## src/rtl/tfsp_pkg.sv

```systemverilog
package tfsp_pkg;

    localparam int SLOTS_DEF  = 4;
    localparam int MAX_RES    = 4;
    localparam int RES_W      = 3;
    localparam int REM_W      = 16;
    localparam int CFG_IDX_W  = 2;
    localparam int CFG_DATA_W = 16;

    localparam logic [CFG_DATA_W-1:0] PULSE_ON_RST     = 16'd150;
    localparam logic [CFG_DATA_W-1:0] PULSE_PERIOD_RST = 16'd280;
    localparam logic [CFG_DATA_W-1:0] FLASH_TOTAL_RST  = 16'd560;

    localparam logic [CFG_IDX_W-1:0] CFG_PULSE_ON     = 2'd0;
    localparam logic [CFG_IDX_W-1:0] CFG_PULSE_PERIOD = 2'd1;
    localparam logic [CFG_IDX_W-1:0] CFG_FLASH_TOTAL  = 2'd2;

    typedef enum logic [1:0] {
        OP_START  = 2'd0,
        OP_RENDER = 2'd1,
        OP_QUERY  = 2'd2
    } opcode_t;

    typedef enum logic [2:0] {
        ST_IDLE,
        ST_SCAN,
        ST_CLAIM,
        ST_QDONE,
        ST_RSTEP,
        ST_RWAIT,
        ST_RDONE,
        ST_EMIT
    } state_t;

    typedef struct packed {
        logic [1:0]  opcode;
        logic [7:0]  key_usage;
        logic        turn_on;
        logic [31:0] now_ms;
    } tfsp_req_t;

    typedef struct packed {
        logic [1:0] slot_index;
        logic [7:0] key_usage_out;
        logic       lit;
        logic       green;
        logic       any_active;
        logic       last;
    } tfsp_rsp_t;

    typedef struct packed {
        logic load;
        logic scan;
        logic claim;
        logic query_done;
        logic rend_step;
        logic rend_rec;
        logic rend_done;
        logic emit;
    } tfsp_cmd_t;

    typedef struct packed {
        logic [1:0] op;
        logic       cnt_last;
        logic       survivor;
        logic       rem_done;
        logic       out_free;
        logic       emit_last;
    } tfsp_sts_t;

endpackage

```

## src/rtl/tfsp_rem.sv

```systemverilog
module tfsp_rem (
    input  logic                       clk,
    input  logic                       rst_n,
    input  logic                       start,
    input  logic [tfsp_pkg::REM_W-1:0] dividend,
    input  logic [tfsp_pkg::REM_W-1:0] divisor,
    output logic                       done,
    output logic [tfsp_pkg::REM_W-1:0] rem
);
    import tfsp_pkg::*;

    localparam int STEP_W = $clog2(REM_W);

    logic [REM_W-1:0]  r_reg;
    logic [REM_W-1:0]  r_next;
    logic [REM_W-1:0]  d_reg;
    logic [REM_W-1:0]  dv_reg;
    logic [STEP_W-1:0] step_reg;
    logic              busy_reg;
    logic              done_reg;
    logic [REM_W:0]    part;
    logic [REM_W:0]    diff;

    // restoring remainder, one dividend bit per cycle; divisor zero leaves the dividend
    always_comb
    begin
        part   = {r_reg, d_reg[REM_W-1]};
        diff   = part - {1'b0, dv_reg};
        r_next = (part >= {1'b0, dv_reg}) ? diff[REM_W-1:0] : part[REM_W-1:0];
    end

    always_ff @(posedge clk or negedge rst_n)
    begin
        if (!rst_n)
        begin
            busy_reg <= 1'b0;
            done_reg <= 1'b0;
            step_reg <= '0;
        end
        else if (start)
        begin
            busy_reg <= 1'b1;
            done_reg <= 1'b0;
            step_reg <= '0;
        end
        else if (busy_reg)
        begin
            step_reg <= step_reg + 1'b1;
            if (step_reg == STEP_W'(REM_W - 1))
            begin
                busy_reg <= 1'b0;
                done_reg <= 1'b1;
            end
        end
    end

    always_ff @(posedge clk)
    begin
        if (start)
        begin
            r_reg  <= '0;
            d_reg  <= dividend;
            dv_reg <= divisor;
        end
        else if (busy_reg)
        begin
            r_reg <= r_next;
            d_reg <= {d_reg[REM_W-2:0], 1'b0};
        end
    end

    assign done = done_reg;
    assign rem  = r_reg;

endmodule

```

## src/rtl/tfsp_dp.sv

```systemverilog
module tfsp_dp #(
    parameter int SLOTS = tfsp_pkg::SLOTS_DEF
) (
    input  logic                            clk,
    input  logic                            rst_n,
    input  tfsp_pkg::tfsp_cmd_t             cmd,
    output tfsp_pkg::tfsp_sts_t             sts,
    input  tfsp_pkg::tfsp_req_t             req,
    input  logic                            cfg_wr,
    input  logic [tfsp_pkg::CFG_IDX_W-1:0]  cfg_index,
    input  logic [tfsp_pkg::CFG_DATA_W-1:0] cfg_data,
    output logic                            rsp_valid,
    input  logic                            rsp_stall,
    output tfsp_pkg::tfsp_rsp_t             rsp
);
    import tfsp_pkg::*;

    localparam int SW = (SLOTS > 1) ? $clog2(SLOTS) : 1;
    localparam int BW = $clog2(MAX_RES);

    logic [CFG_DATA_W-1:0] on_reg;
    logic [CFG_DATA_W-1:0] period_reg;
    logic [CFG_DATA_W-1:0] total_reg;

    logic [7:0]       key_reg   [SLOTS];
    logic [31:0]      start_reg [SLOTS];
    logic [SLOTS-1:0] green_reg;
    logic [SLOTS-1:0] active_reg;
    logic [SLOTS-1:0] live_reg;

    logic [1:0]  op_reg;
    logic [7:0]  key_cur_reg;
    logic        on_cur_reg;
    logic [31:0] now_cur_reg;

    logic [SW-1:0] cnt_reg;
    logic          match_found_reg;
    logic [SW-1:0] match_idx_reg;
    logic          free_found_reg;
    logic [SW-1:0] free_idx_reg;
    logic [SW-1:0] old_idx_reg;
    logic [31:0]   old_age_reg;

    tfsp_rsp_t        res_reg [MAX_RES];
    logic [RES_W-1:0] nres_reg;
    logic [BW-1:0]    ecnt_reg;
    logic             rsp_valid_reg;
    tfsp_rsp_t        rsp_reg;
    tfsp_rsp_t        rsp_next;

    logic [31:0]      age;
    logic             cur_act;
    logic             expired;
    logic             survivor;
    logic             cnt_last;
    logic [SW-1:0]    cnt_inc;
    logic [SW-1:0]    claim_idx;
    logic [SW+1:0]    cnt_ext;
    logic [SW+1:0]    claim_ext;
    logic             other_live;
    logic             emit_last;
    logic             out_free;
    logic             res_room;
    logic             rem_done;
    logic [REM_W-1:0] rem;
    logic             lit_now;

    always_comb
    begin
        age       = now_cur_reg - start_reg[cnt_reg];
        cur_act   = active_reg[cnt_reg];
        expired   = age >= {16'd0, total_reg};
        survivor  = cur_act && !expired;
        cnt_last  = cnt_reg == SW'(SLOTS - 1);
        cnt_inc   = cnt_last ? '0 : cnt_reg + 1'b1;
        claim_idx = match_found_reg ? match_idx_reg :
                    free_found_reg  ? free_idx_reg  : old_idx_reg;
        cnt_ext   = {2'b00, cnt_reg};
        claim_ext = {2'b00, claim_idx};
        other_live = 1'b0;
        for (int i = 0; i < SLOTS; i++)
        begin
            if (live_reg[i] && (SW'(i) != claim_idx))
            begin
                other_live = 1'b1;
            end
        end
        lit_now   = rem < on_reg;
        res_room  = nres_reg < RES_W'(MAX_RES);
        emit_last = {1'b0, ecnt_reg} == (nres_reg - RES_W'(1));
        out_free  = !rsp_valid_reg || !rsp_stall;
        rsp_next      = res_reg[ecnt_reg];
        rsp_next.last = emit_last;
    end

    tfsp_rem u_rem (
        .clk      (clk),
        .rst_n    (rst_n),
        .start    (cmd.rend_step && survivor),
        .dividend (age[REM_W-1:0]),
        .divisor  (period_reg),
        .done     (rem_done),
        .rem      (rem)
    );

    always_ff @(posedge clk or negedge rst_n)
    begin
        if (!rst_n)
        begin
            on_reg          <= PULSE_ON_RST;
            period_reg      <= PULSE_PERIOD_RST;
            total_reg       <= FLASH_TOTAL_RST;
            active_reg      <= '0;
            op_reg          <= '0;
            cnt_reg         <= '0;
            match_found_reg <= 1'b0;
            free_found_reg  <= 1'b0;
            nres_reg        <= '0;
            ecnt_reg        <= '0;
            rsp_valid_reg   <= 1'b0;
        end
        else
        begin
            if (cfg_wr)
            begin
                unique case (cfg_index)
                    CFG_PULSE_ON:     on_reg     <= cfg_data;
                    CFG_PULSE_PERIOD: period_reg <= cfg_data;
                    CFG_FLASH_TOTAL:  total_reg  <= cfg_data;
                    default:          ;
                endcase
            end
            if (cmd.load)
            begin
                op_reg          <= req.opcode;
                cnt_reg         <= '0;
                match_found_reg <= 1'b0;
                free_found_reg  <= 1'b0;
                nres_reg        <= '0;
                ecnt_reg        <= '0;
            end
            if (cmd.scan)
            begin
                if (cur_act && (key_reg[cnt_reg] == key_cur_reg))
                begin
                    match_found_reg <= 1'b1;
                end
                if (!cur_act)
                begin
                    free_found_reg <= 1'b1;
                end
                cnt_reg <= cnt_inc;
            end
            if (cmd.claim)
            begin
                active_reg[claim_idx] <= 1'b1;
                nres_reg              <= RES_W'(1);
            end
            if (cmd.query_done)
            begin
                nres_reg <= RES_W'(1);
            end
            if (cmd.rend_step)
            begin
                if (cur_act && expired)
                begin
                    active_reg[cnt_reg] <= 1'b0;
                end
                if (!survivor)
                begin
                    cnt_reg <= cnt_inc;
                end
            end
            if (cmd.rend_rec)
            begin
                cnt_reg <= cnt_inc;
                if (res_room)
                begin
                    nres_reg <= nres_reg + 1'b1;
                end
            end
            if (cmd.rend_done && (nres_reg == '0))
            begin
                nres_reg <= RES_W'(1);
            end
            if (cmd.emit)
            begin
                ecnt_reg      <= ecnt_reg + 1'b1;
                rsp_valid_reg <= 1'b1;
            end
            else if (!rsp_stall)
            begin
                rsp_valid_reg <= 1'b0;
            end
        end
    end

    always_ff @(posedge clk)
    begin
        if (cmd.load)
        begin
            key_cur_reg <= req.key_usage;
            on_cur_reg  <= req.turn_on;
            now_cur_reg <= req.now_ms;
            old_idx_reg <= '0;
            old_age_reg <= '0;
        end
        if (cmd.scan)
        begin
            if (cur_act && (key_reg[cnt_reg] == key_cur_reg) && !match_found_reg)
            begin
                match_idx_reg <= cnt_reg;
            end
            if (!cur_act && !free_found_reg)
            begin
                free_idx_reg <= cnt_reg;
            end
            // ties go to the later slot
            if (cur_act && (age >= old_age_reg))
            begin
                old_age_reg <= age;
                old_idx_reg <= cnt_reg;
            end
            live_reg[cnt_reg] <= survivor;
        end
        if (cmd.claim)
        begin
            key_reg[claim_idx]   <= key_cur_reg;
            green_reg[claim_idx] <= on_cur_reg;
            start_reg[claim_idx] <= now_cur_reg;
            res_reg[0] <= '{slot_index:    claim_ext[1:0],
                            key_usage_out: key_cur_reg,
                            lit:           1'b0,
                            green:         on_cur_reg,
                            any_active:    (total_reg != '0) || other_live,
                            last:          1'b0};
        end
        if (cmd.query_done)
        begin
            res_reg[0] <= '{slot_index:    2'd0,
                            key_usage_out: 8'd0,
                            lit:           1'b0,
                            green:         1'b0,
                            any_active:    |live_reg,
                            last:          1'b0};
        end
        if (cmd.rend_rec && res_room)
        begin
            res_reg[nres_reg[BW-1:0]] <= '{slot_index:    cnt_ext[1:0],
                                           key_usage_out: key_reg[cnt_reg],
                                           lit:           lit_now,
                                           green:         green_reg[cnt_reg],
                                           any_active:    1'b1,
                                           last:          1'b0};
        end
        if (cmd.rend_done && (nres_reg == '0))
        begin
            res_reg[0] <= '0;
        end
        if (cmd.emit)
        begin
            rsp_reg <= rsp_next;
        end
    end

    always_comb
    begin
        sts.op        = op_reg;
        sts.cnt_last  = cnt_last;
        sts.survivor  = survivor;
        sts.rem_done  = rem_done;
        sts.out_free  = out_free;
        sts.emit_last = emit_last;
    end

    assign rsp_valid = rsp_valid_reg;
    assign rsp       = rsp_reg;

endmodule

```

## src/rtl/tfsp_ctrl.sv

```systemverilog
module tfsp_ctrl (
    input  logic                clk,
    input  logic                rst_n,
    input  logic                req_valid,
    input  logic [1:0]          req_opcode,
    input  tfsp_pkg::tfsp_sts_t sts,
    output tfsp_pkg::tfsp_cmd_t cmd,
    output logic                req_stall
);
    import tfsp_pkg::*;

    state_t state_reg;
    state_t state_next;

    always_ff @(posedge clk or negedge rst_n)
    begin
        if (!rst_n)
        begin
            state_reg <= ST_IDLE;
        end
        else
        begin
            state_reg <= state_next;
        end
    end

    always_comb
    begin
        state_next = state_reg;
        cmd        = '0;
        req_stall  = 1'b1;
        unique case (state_reg)
            ST_IDLE:
            begin
                req_stall = 1'b0;
                if (req_valid)
                begin
                    cmd.load = 1'b1;
                    unique case (req_opcode) inside
                        OP_START, OP_QUERY: state_next = ST_SCAN;
                        OP_RENDER:          state_next = ST_RSTEP;
                        default:            state_next = ST_IDLE;
                    endcase
                end
            end
            ST_SCAN:
            begin
                cmd.scan = 1'b1;
                if (sts.cnt_last)
                begin
                    state_next = (sts.op == OP_START) ? ST_CLAIM : ST_QDONE;
                end
            end
            ST_CLAIM:
            begin
                cmd.claim  = 1'b1;
                state_next = ST_EMIT;
            end
            ST_QDONE:
            begin
                cmd.query_done = 1'b1;
                state_next     = ST_EMIT;
            end
            ST_RSTEP:
            begin
                cmd.rend_step = 1'b1;
                if (sts.survivor)
                begin
                    state_next = ST_RWAIT;
                end
                else if (sts.cnt_last)
                begin
                    state_next = ST_RDONE;
                end
            end
            ST_RWAIT:
            begin
                if (sts.rem_done)
                begin
                    cmd.rend_rec = 1'b1;
                    state_next   = sts.cnt_last ? ST_RDONE : ST_RSTEP;
                end
            end
            ST_RDONE:
            begin
                cmd.rend_done = 1'b1;
                state_next    = ST_EMIT;
            end
            ST_EMIT:
            begin
                if (sts.out_free)
                begin
                    cmd.emit = 1'b1;
                    if (sts.emit_last)
                    begin
                        state_next = ST_IDLE;
                    end
                end
            end
            default:
            begin
                state_next = ST_IDLE;
            end
        endcase
    end

endmodule

```

## src/rtl/timed_flash_slot_pool.sv

```systemverilog
// Start and query: the request is loaded, every slot is scanned in turn, then a claim (start) or
// query close step builds the result. Render: slots are checked in turn; each live one waits on
// the 16-step serial remainder unit; after a close step, up to 4 results go to the output register.
// One request at a time; the next is taken once the last result sits in the output register.
// Reset (rst_n, async, active low): all slots free, pulse 150/280, window 560; no clear pass.
module timed_flash_slot_pool #(
    parameter int SLOTS = tfsp_pkg::SLOTS_DEF
) (
    input  logic                            clk,
    input  logic                            rst_n,
    input  logic                            req_valid,
    output logic                            req_stall,
    input  tfsp_pkg::tfsp_req_t             req,
    output logic                            rsp_valid,
    input  logic                            rsp_stall,
    output tfsp_pkg::tfsp_rsp_t             rsp,
    input  logic                            cfg_valid,
    output logic                            cfg_ready,
    input  logic [tfsp_pkg::CFG_IDX_W-1:0]  cfg_index,
    input  logic [tfsp_pkg::CFG_DATA_W-1:0] cfg_data
);
    import tfsp_pkg::*;

    tfsp_cmd_t cmd;
    tfsp_sts_t sts;

    assign cfg_ready = 1'b1;

    tfsp_ctrl u_ctrl (
        .clk        (clk),
        .rst_n      (rst_n),
        .req_valid  (req_valid),
        .req_opcode (req.opcode),
        .sts        (sts),
        .cmd        (cmd),
        .req_stall  (req_stall)
    );

    tfsp_dp #(
        .SLOTS (SLOTS)
    ) u_dp (
        .clk       (clk),
        .rst_n     (rst_n),
        .cmd       (cmd),
        .sts       (sts),
        .req       (req),
        .cfg_wr    (cfg_valid && cfg_ready),
        .cfg_index (cfg_index),
        .cfg_data  (cfg_data),
        .rsp_valid (rsp_valid),
        .rsp_stall (rsp_stall),
        .rsp       (rsp)
    );

endmodule

```

## config.mk

```make
export PLATFORM = sky130hd
export DESIGN_NAME = timed_flash_slot_pool
export DESIGN_NICKNAME = d
export VERILOG_FILES = /design/src/rtl/tfsp_pkg.sv /design/src/rtl/tfsp_rem.sv /design/src/rtl/tfsp_dp.sv /design/src/rtl/tfsp_ctrl.sv /design/src/rtl/timed_flash_slot_pool.sv
export SDC_FILE = /design/constraint.sdc
export NUM_CORES = 1
export LEC_CHECK = 0
export BUFFER_PORTS_ARGS = -buffer_cell sky130_fd_sc_hd__buf_2
export CORE_MARGIN = 5
export CORE_UTILIZATION = 64
export CTS_BUF_LIST = sky130_fd_sc_hd__clkbuf_8
export DETAILED_ROUTE_END_ITERATION = 8
export MAX_ROUTING_LAYER = met4
export PLACE_DENSITY = 0.82
export SLEW_MARGIN = 10
export SYNTH_ARGS = -nofsm -noshare
export SYNTH_HDL_FRONTEND = slang
export SYNTH_HIERARCHICAL = 1
export SYNTH_SLANG_ARGS = --single-unit
```

## constraint.sdc

```tcl
create_clock -name clk -period 8.7 [get_ports clk]
set_clock_uncertainty 0.2 [all_clocks]
set_input_delay 0.87 -clock clk [delete_from_list [all_inputs] [get_ports clk]]
set_output_delay 0.87 -clock clk [all_outputs]
set_load 0.02 [all_outputs]
```

# Yosys cells after proc, flatten, opt, wreduce, memory -nomap -nowiden
# Memory sizes are Yosys's and may differ from the RTL's. A register that Yosys moved wholly into a read port is not among the register bits.
# Index checks and enable logic that the tools add are counted.
[classes] n_addsub=7 mul=0 div=0 magnitude_cmp=9 n_eq_ne=25 n_shift=0 mux=94 bitwise=5 n_reduce_logical=44
[op_table] cell="32-bit 2-to-1 mux" n=3
[op_table] cell="16-bit 2-to-1 mux" n=3
[op_table] cell="1-bit 2-to-1 mux" n=44
[op_table] cell="13-bit 2-to-1 mux" n=3
[op_table] cell="3-bit 2-to-1 mux" n=13
[op_table] cell="32-bit by 16-bit >= comparator with 1-bit output" n=1
[op_table] cell="32-bit >= comparator" n=1
[op_table] cell="32-bit subtractor" n=1
[op_table] cell="2-bit 2-to-1 mux" n=15
[op_table] cell="4-bit 2-to-1 mux" n=5
[op_table] cell="3-bit one-hot mux with 6 select lines" n=1
[op_table] cell="17-bit by 16-bit >= comparator with 1-bit output" n=1
[op_table] cell="16-bit < comparator" n=1
[op_table] cell="16-bit nonzero test" n=1
[op_table] cell="16-bit subtractor" n=1
[op_table] cell="1-bit logical AND" n=15
[op_table] cell="13-bit OR reduction" n=1
[op_table] cell="3-bit equality test, second input constant" n=4
[op_table] cell="2-bit AND reduction" n=6
[op_table] cell="2-bit by 1-bit inequality test with 1-bit output, second input constant" n=5
[op_table] cell="4-bit bitwise mux" n=2
[op_table] cell="8-bit equality test" n=1
[op_table] cell="2-bit nonzero test" n=4
[op_table] cell="2-bit equality test, second input constant" n=3
[op_table] cell="other kinds (31)" n=49
[totals] register_bits=209 latch_bits=0 mem_bits_rw=212 mem_bits_ro=0 output_inout_bits=17 word_cells=215 mem_count=3
[mem_list] memory="u_dp.start_reg" words=4 word_bits=32 read_ports=1 rd_clocked_by_memory_dff=0 wr=1 line="tfsp_dp.sv:26" source="logic [31:0] start_reg [SLOTS];"
[mem_list] memory="u_dp.res_reg" words=4 word_bits=13 read_ports=1 rd_clocked_by_memory_dff=1 wr=1 line="tfsp_dp.sv:44" source="tfsp_rsp_t res_reg [MAX_RES];"
[mem_list] memory="u_dp.key_reg" words=4 word_bits=8 read_ports=1 rd_clocked_by_memory_dff=0 wr=1 line="tfsp_dp.sv:25" source="logic [7:0] key_reg [SLOTS];"

# Depth between registers and ports, before layout
[logic_depth] word_depth=12 mapped_depth=27 mapped_depth_nobuf=23

# Hierarchy
# The synthesis kept the hierarchy.
[modules_own_cells] module="tfsp_dp" n_inst=1 cells_each=1316 area_per_inst_um2=17810.8 seq_area_each_um2=10572.6
[modules_own_cells] module="tfsp_rem" n_inst=1 cells_each=258 area_per_inst_um2=2949.1 seq_area_each_um2=1431.4
[modules_own_cells] module="tfsp_ctrl" n_inst=1 cells_each=46 area_per_inst_um2=325.3 seq_area_each_um2=75.1
[modules_own_cells] module="timed_flash_slot_pool" n_inst=1 cells_each=2 area_per_inst_um2=11.3 seq_area_each_um2=0.0

# Least setup slack after synthesis
# Ideal clock, no wire load.
[synth_timing] kind="flip-flop to flip-flop" startpoint="register u_dp.cnt_reg[0]" endpoint="register u_dp.u_rem.d_reg[0], enable pin" t_arrival_ns=6.649 slack_ns=1.518 path_stages_with_launch=23 n_path_buf=4 period_less_slack_ns=7.182 path_cell_list="dfrtp_1 -> buf_2 -> clkbuf_1 -> buf_1 -> mux4_2 -> inv_1 -> ha_1 -> a21o_1 -> nand2b_1 -> o21ai_0 -> nand2_1 -> xor2_1 -> ha_1 -> a21o_1 -> a21o_1 -> a21oi_1 -> a21oi_1 -> a2111oi_0 -> nand3_1 -> nor4_1 -> and3_1 -> clkbuf_1 -> or2_2"
[synth_between] elab_chain_cells=7 word_cells_on_any_way=9 cone_classes="1 x add/sub; 1 x order compare; 2 x mux; 4 x reduce/logical; 1 x memory"
[synth_lines] element="start: declaration" line="tfsp_dp.sv:36" source="logic [SW-1:0] cnt_reg;"
[synth_lines] element="start signal: assignment" line="tfsp_dp.sv:152" source="cnt_reg <= cnt_inc;"
[synth_lines] element="start signal: assignment" line="tfsp_dp.sv:171" source="cnt_reg <= cnt_inc;"
[synth_lines] element="start signal: assignment" line="tfsp_dp.sv:176" source="cnt_reg <= cnt_inc;"
[synth_lines] element="memory read 4 x 32 bit"
[synth_lines] element="32-bit subtractor" line="tfsp_dp.sv:70" source="age = now_cur_reg - start_reg[cnt_reg];"
[synth_lines] element="via u_dp.age[9]" line="tfsp_dp.sv:51" source="logic [31:0] age;"
[synth_lines] element="32-bit by 16-bit >= comparator with 1-bit output" line="tfsp_dp.sv:72" source="expired = age >= {16'd0, total_reg};"
[synth_lines] element="1-bit zero test" line="tfsp_dp.sv:73" source="survivor = cur_act && !expired;"
[synth_lines] element="1-bit logical AND" line="tfsp_dp.sv:73"
[synth_lines] element="1-bit logical AND" line="tfsp_dp.sv:99" source=".start (cmd.rend_step && survivor),"
[synth_lines] element="2-bit nonzero test (no line)"
[synth_lines] element="end signal: assignment" line="tfsp_rem.sv:62" source="d_reg <= dividend;"
[synth_lines] element="end signal: assignment" line="tfsp_rem.sv:68" source="d_reg <= {d_reg[REM_W-2:0], 1'b0};"
[synth_lines] element="end: declaration" line="tfsp_rem.sv:16" source="logic [REM_W-1:0] d_reg;"
# The timed path passes the listed nets, and every way through them passes these cells. The select of a mux whose other input is x is not followed.
# A chain may end at the register's enable or synchronous reset.

# Final worst setup path
[layout_timing] startpoint="register u_dp.cnt_reg[0]" endpoint="register u_dp.u_rem.d_reg[3], enable pin"
# Same word-level chain as after synthesis.

==> impl_metrics.py <==
metrics = {
    "grt": {
        "grtUsageTotal": 0.243,
        "grt_max_degree": 74,
        "overflow": 0,
        "antenna_found_initial": 0,
        "grt_pass1_wl_mm": 68.9,
        "grt_pass1_vias": 13472,
        "grtUsageMet2": 0.385,
        "grtUsageMet1": 0.320,
        "grt_use_met3": 0.0433,
        "busiest_layer": "met2",
    },
    "cts": {
        "cts_tree": "built",
        "htreeDepth": 3,
        "cts_root_buf": "clkbuf_8",
        "clk_path_buf_depth": 3,
        "post-cts-setup-buffers": 0,
        "clk_pin_slew_ns": 0.06,
        "worstSkewPairLatency_ns": 0.60,
        "clkSinkCount": 431,
        "hold_buffers": 0,
        "cts-buffers-inserted": 71,
        "post_cts_resize_count": 0,
    },
    "placed_design": {
        "io_buffers": 81,
        "hpwl_mm": 28.9,
        "gp_congestion": 0.934,
        "dp.cells": 2097,
    },
    "power_and_ir_drop": {
        "combPwrFrac": 0.402,
        "swShare": 0.361,
        "leakage_uw": 0.00931,
        "share_seq_of_total_power": 0.359,
        "p_int_uw": 4870,
        "p_switching_uw": 2750,
        "peakVddDrop_mv": 0.183,
        "clockPowerShare": 0.239,
        "p_per_area_nw_per_um2": 325,
    },
    "layout": {
        "fin_cells": 2224,
        "largest_reg_flops": 128,
        "final_common_cell": "edfxtp_1",
        "drive_gt1_frac": 0.211,
        "final_nets": 1917,
        "syn_to_final_growth_pct": 11.0,
        "antennaDiodeCount": 0,
        "most-common-layout-cells": "307 x edfxtp_1, 161 x inv_1, 121 x ha_1",
    },
    "timing": {
        "setup_violations": 0,
        "rsz0062_at_grt": "no",
        "relSlewSlack": 0.338,
        "fin_crit_sh": 0.799,
        "drv_slew": 0,
        "worstMarginPinSlew_ns": 0.993,
        "final-hold-violation-count": 0,
        "period_needed_ns": 6.95,
        "fin_setup_tns_ns": 0,
        "max_freq_mhz": 144,
    },
    "critical_path": {
        "start_kind": "flip-flop",
        "path_delay_family": "simple AND/OR/NAND/NOR gates",
        "path_buf_inv": 1,
        "cp-end-kind": "flip-flop",
        "crit_type": "reg2reg",
        "slowest_delay_ns": 0.78,
        "r2r_slack_ns": 1.75,
        "critPathMaxFanout": 36,
        "worstPathRequired_ns": 8.77,
        "rr_startpoint": "u_dp/cnt_reg[0]",
        "reg2regPathDepth": 18,
        "slowest_stage": "a2111oi_0",
        "crit_chain": "mux4_2, inv_1, ha_1, o211ai_1, a21oi_1, nor2_1, o21ai_0, xor2_1, ha_1, and4_1, a21oi_1, a31o_2, a21oi_1, a2111oi_0, nand3_1, nor4_1, and3_2, or2_2",
        "cp_common_cell": "a21oi_1",
        "cp.arrival_ns": 7.01,
        "rr_endpoint": "u_dp/u_rem/d_reg[3]",
    },
    "floorplanning": {
        "core-area_um2": 32500,
        "chipHeight_um": 192,
        "die-area_um2": 36700,
        "num_rows": 66,
        "start_util": 0.648,
        "die_x_um": 192,
        "pin_count": 83,
    },
    "flow_run": {
        "maxCapViolations": 0,
    },
    "drt": {
        "routed_via_density": 5.90,
        "totalWireLength_mm": 42.4,
        "drt_first_pass_iters": 5,
        "drc_errors": 0,
        "ant_nets": 0,
        "wl_per_cell_um": 19.1,
        "drt-initial-drc-count": 844,
        "num_vias": 13132,
    },
    "logic_synthesis": {
        "ys.warnings.count": 6,
        "synth.distinct_cells": 90,
        "async_reset_ff_frac": 0.169,
        "ys.flop_type": "edfxtp_1",
        "yosysSeqAreaShare": 0.573,
        "synth_seq_cells": 431,
        "netlist_instances": 1622,
        "synth-edff-count": 307,
        "syn_nets": 1811,
        "syn_area_um2": 21100,
        "avgSynthCellArea_um2": 13.0,
    },
    "min_path": {
        "hp-class": "in2async",
    },
    "status": {
        "status": "completed",
    },
}
==> metal layers <==
| layer | wire, um | share of wire | up-vias |
|---|---|---|---|
| met5 | 0 | 0 | - |
| met4 | 1450 | 0.034 | 0 |
| met3 | 2020 | 0.048 | 96 |
| met2 | 20300 | 0.48 | 354 |
| met1 | 18600 | 0.44 | 6423 |
| li1 | - | - | 6259 |
==> worst register-to-register path: cells and delay by family, from the launching register on <==
kind                     cells  cell delay, ns
multiplexers                 1            0.57
adder cells (fa/ha/maj)      2            0.57
buffers and inverters        1            0.08
AND/OR/NAND/NOR              6            2.17
XOR/XNOR                     1            0.42
AO/OA/AOI/OAI                7            1.96
flip-flops                   1            0.63
==> power groups by stage <==
| stage | combinational (uW) | sequential, uW | clock, uW |
|---|---|---|---|
| finish | 3060 | 2740 | 1820 |
| global placement | 2910 | 2760 | 0 |
| detailed placement | 3020 | 2780 | 0 |
| CTS | 3050 | 2740 | 1870 |
| global route | 3400 | 2780 | 1960 |
| floorplan | 2330 | 2690 | 0 |
==> synthesized netlist by cell type, drive strengths merged, types with 10 or more instances <==
cell type | count | share of area
nor2b | 11 | 0.0033
ha | 121 | 0.072
o21ai | 66 | 0.016
nor3 | 12 | 0.0034
dfrtp | 63 | 0.075
nor4 | 13 | 0.0049
a211oi | 22 | 0.0083
and3 | 14 | 0.0042
mux2 | 77 | 0.041
and2 | 17 | 0.0050
dfstp | 10 | 0.012
nand2b | 21 | 0.0062
a31oi | 13 | 0.0042
nand4 | 25 | 0.0077
nand3 | 27 | 0.0072
mux2i | 30 | 0.014
inv | 141 | 0.025
nand2 | 101 | 0.018
mux4 | 54 | 0.058
xnor2 | 27 | 0.011
nor2 | 93 | 0.017
a21oi | 66 | 0.017
buf | 24 | 0.0069
xor2 | 22 | 0.0091
dfxtp | 51 | 0.048
clkbuf | 38 | 0.0068
edfxtp | 307 | 0.44
a21o | 51 | 0.018
==> through the flow <==
stage          worst slack [ns]  area, um2  hold slack (ns)  power [uW]  utilization
2_1_floorplan              1.52      21100            0.219        5020            -
3_3_place_gp               2.13      21900            0.225        5670        0.674
3_5_place_dp               1.86      21900            0.227        5800        0.674
4_1_cts                    1.74      23400            0.203        7660        0.720
5_1_grt                    1.23      23400            0.198        8140        0.720
6_report                   1.75      23400            0.219        7610        0.720
==> final cells by class <==
cell class | count | area (um2)
inverters | 141 | 529
flip-flops and latches | 431 | 12100
clock inverters | 45 | 354
fillers | 2192 | 9110
repair buffers | 95 | 513
clock buffers | 82 | 1130
well taps | 442 | 553
multi-input cells | 988 | 8260
==> how the worst max path moves through the flow <==
stage / start / to / depth (start not counted)
3_5_place_dp: u_dp/cnt_reg[0] / u_dp/u_rem/d_reg[0] / 16
4_1_cts: u_dp/cnt_reg[0] / u_dp/u_rem/d_reg[7] / 16
2_1_floorplan: u_dp/cnt_reg[0] / u_dp/u_rem/d_reg[0] / 22
5_1_grt: u_dp/cnt_reg[0] / u_dp/u_rem/rem[2] / 19
3_3_place_gp: u_dp/cnt_reg[0] / u_dp/u_rem/d_reg[3] / 17
6_report: u_dp/cnt_reg[0] / u_dp/u_rem/d_reg[3] / 18
==> logic make-up (layout without fill, tap and decap cells) <==
kind of cell / Yosys count / in the layout / synth area share
flip-flops: 431 / 431 / 0.573
buffers and inverters: 203 / 363 / 0.0387
multiplexers: 161 / 161 / 0.113
AO/OA/AOI/OAI: 289 / 289 / 0.0935
adder cells (fa/ha/maj): 123 / 123 / 0.0737
other: 1 / 1 / 0.000178
AND/OR/NAND/NOR: 365 / 365 / 0.0877
XOR/XNOR: 49 / 49 / 0.0203
(Power assumes the default switching activity.)
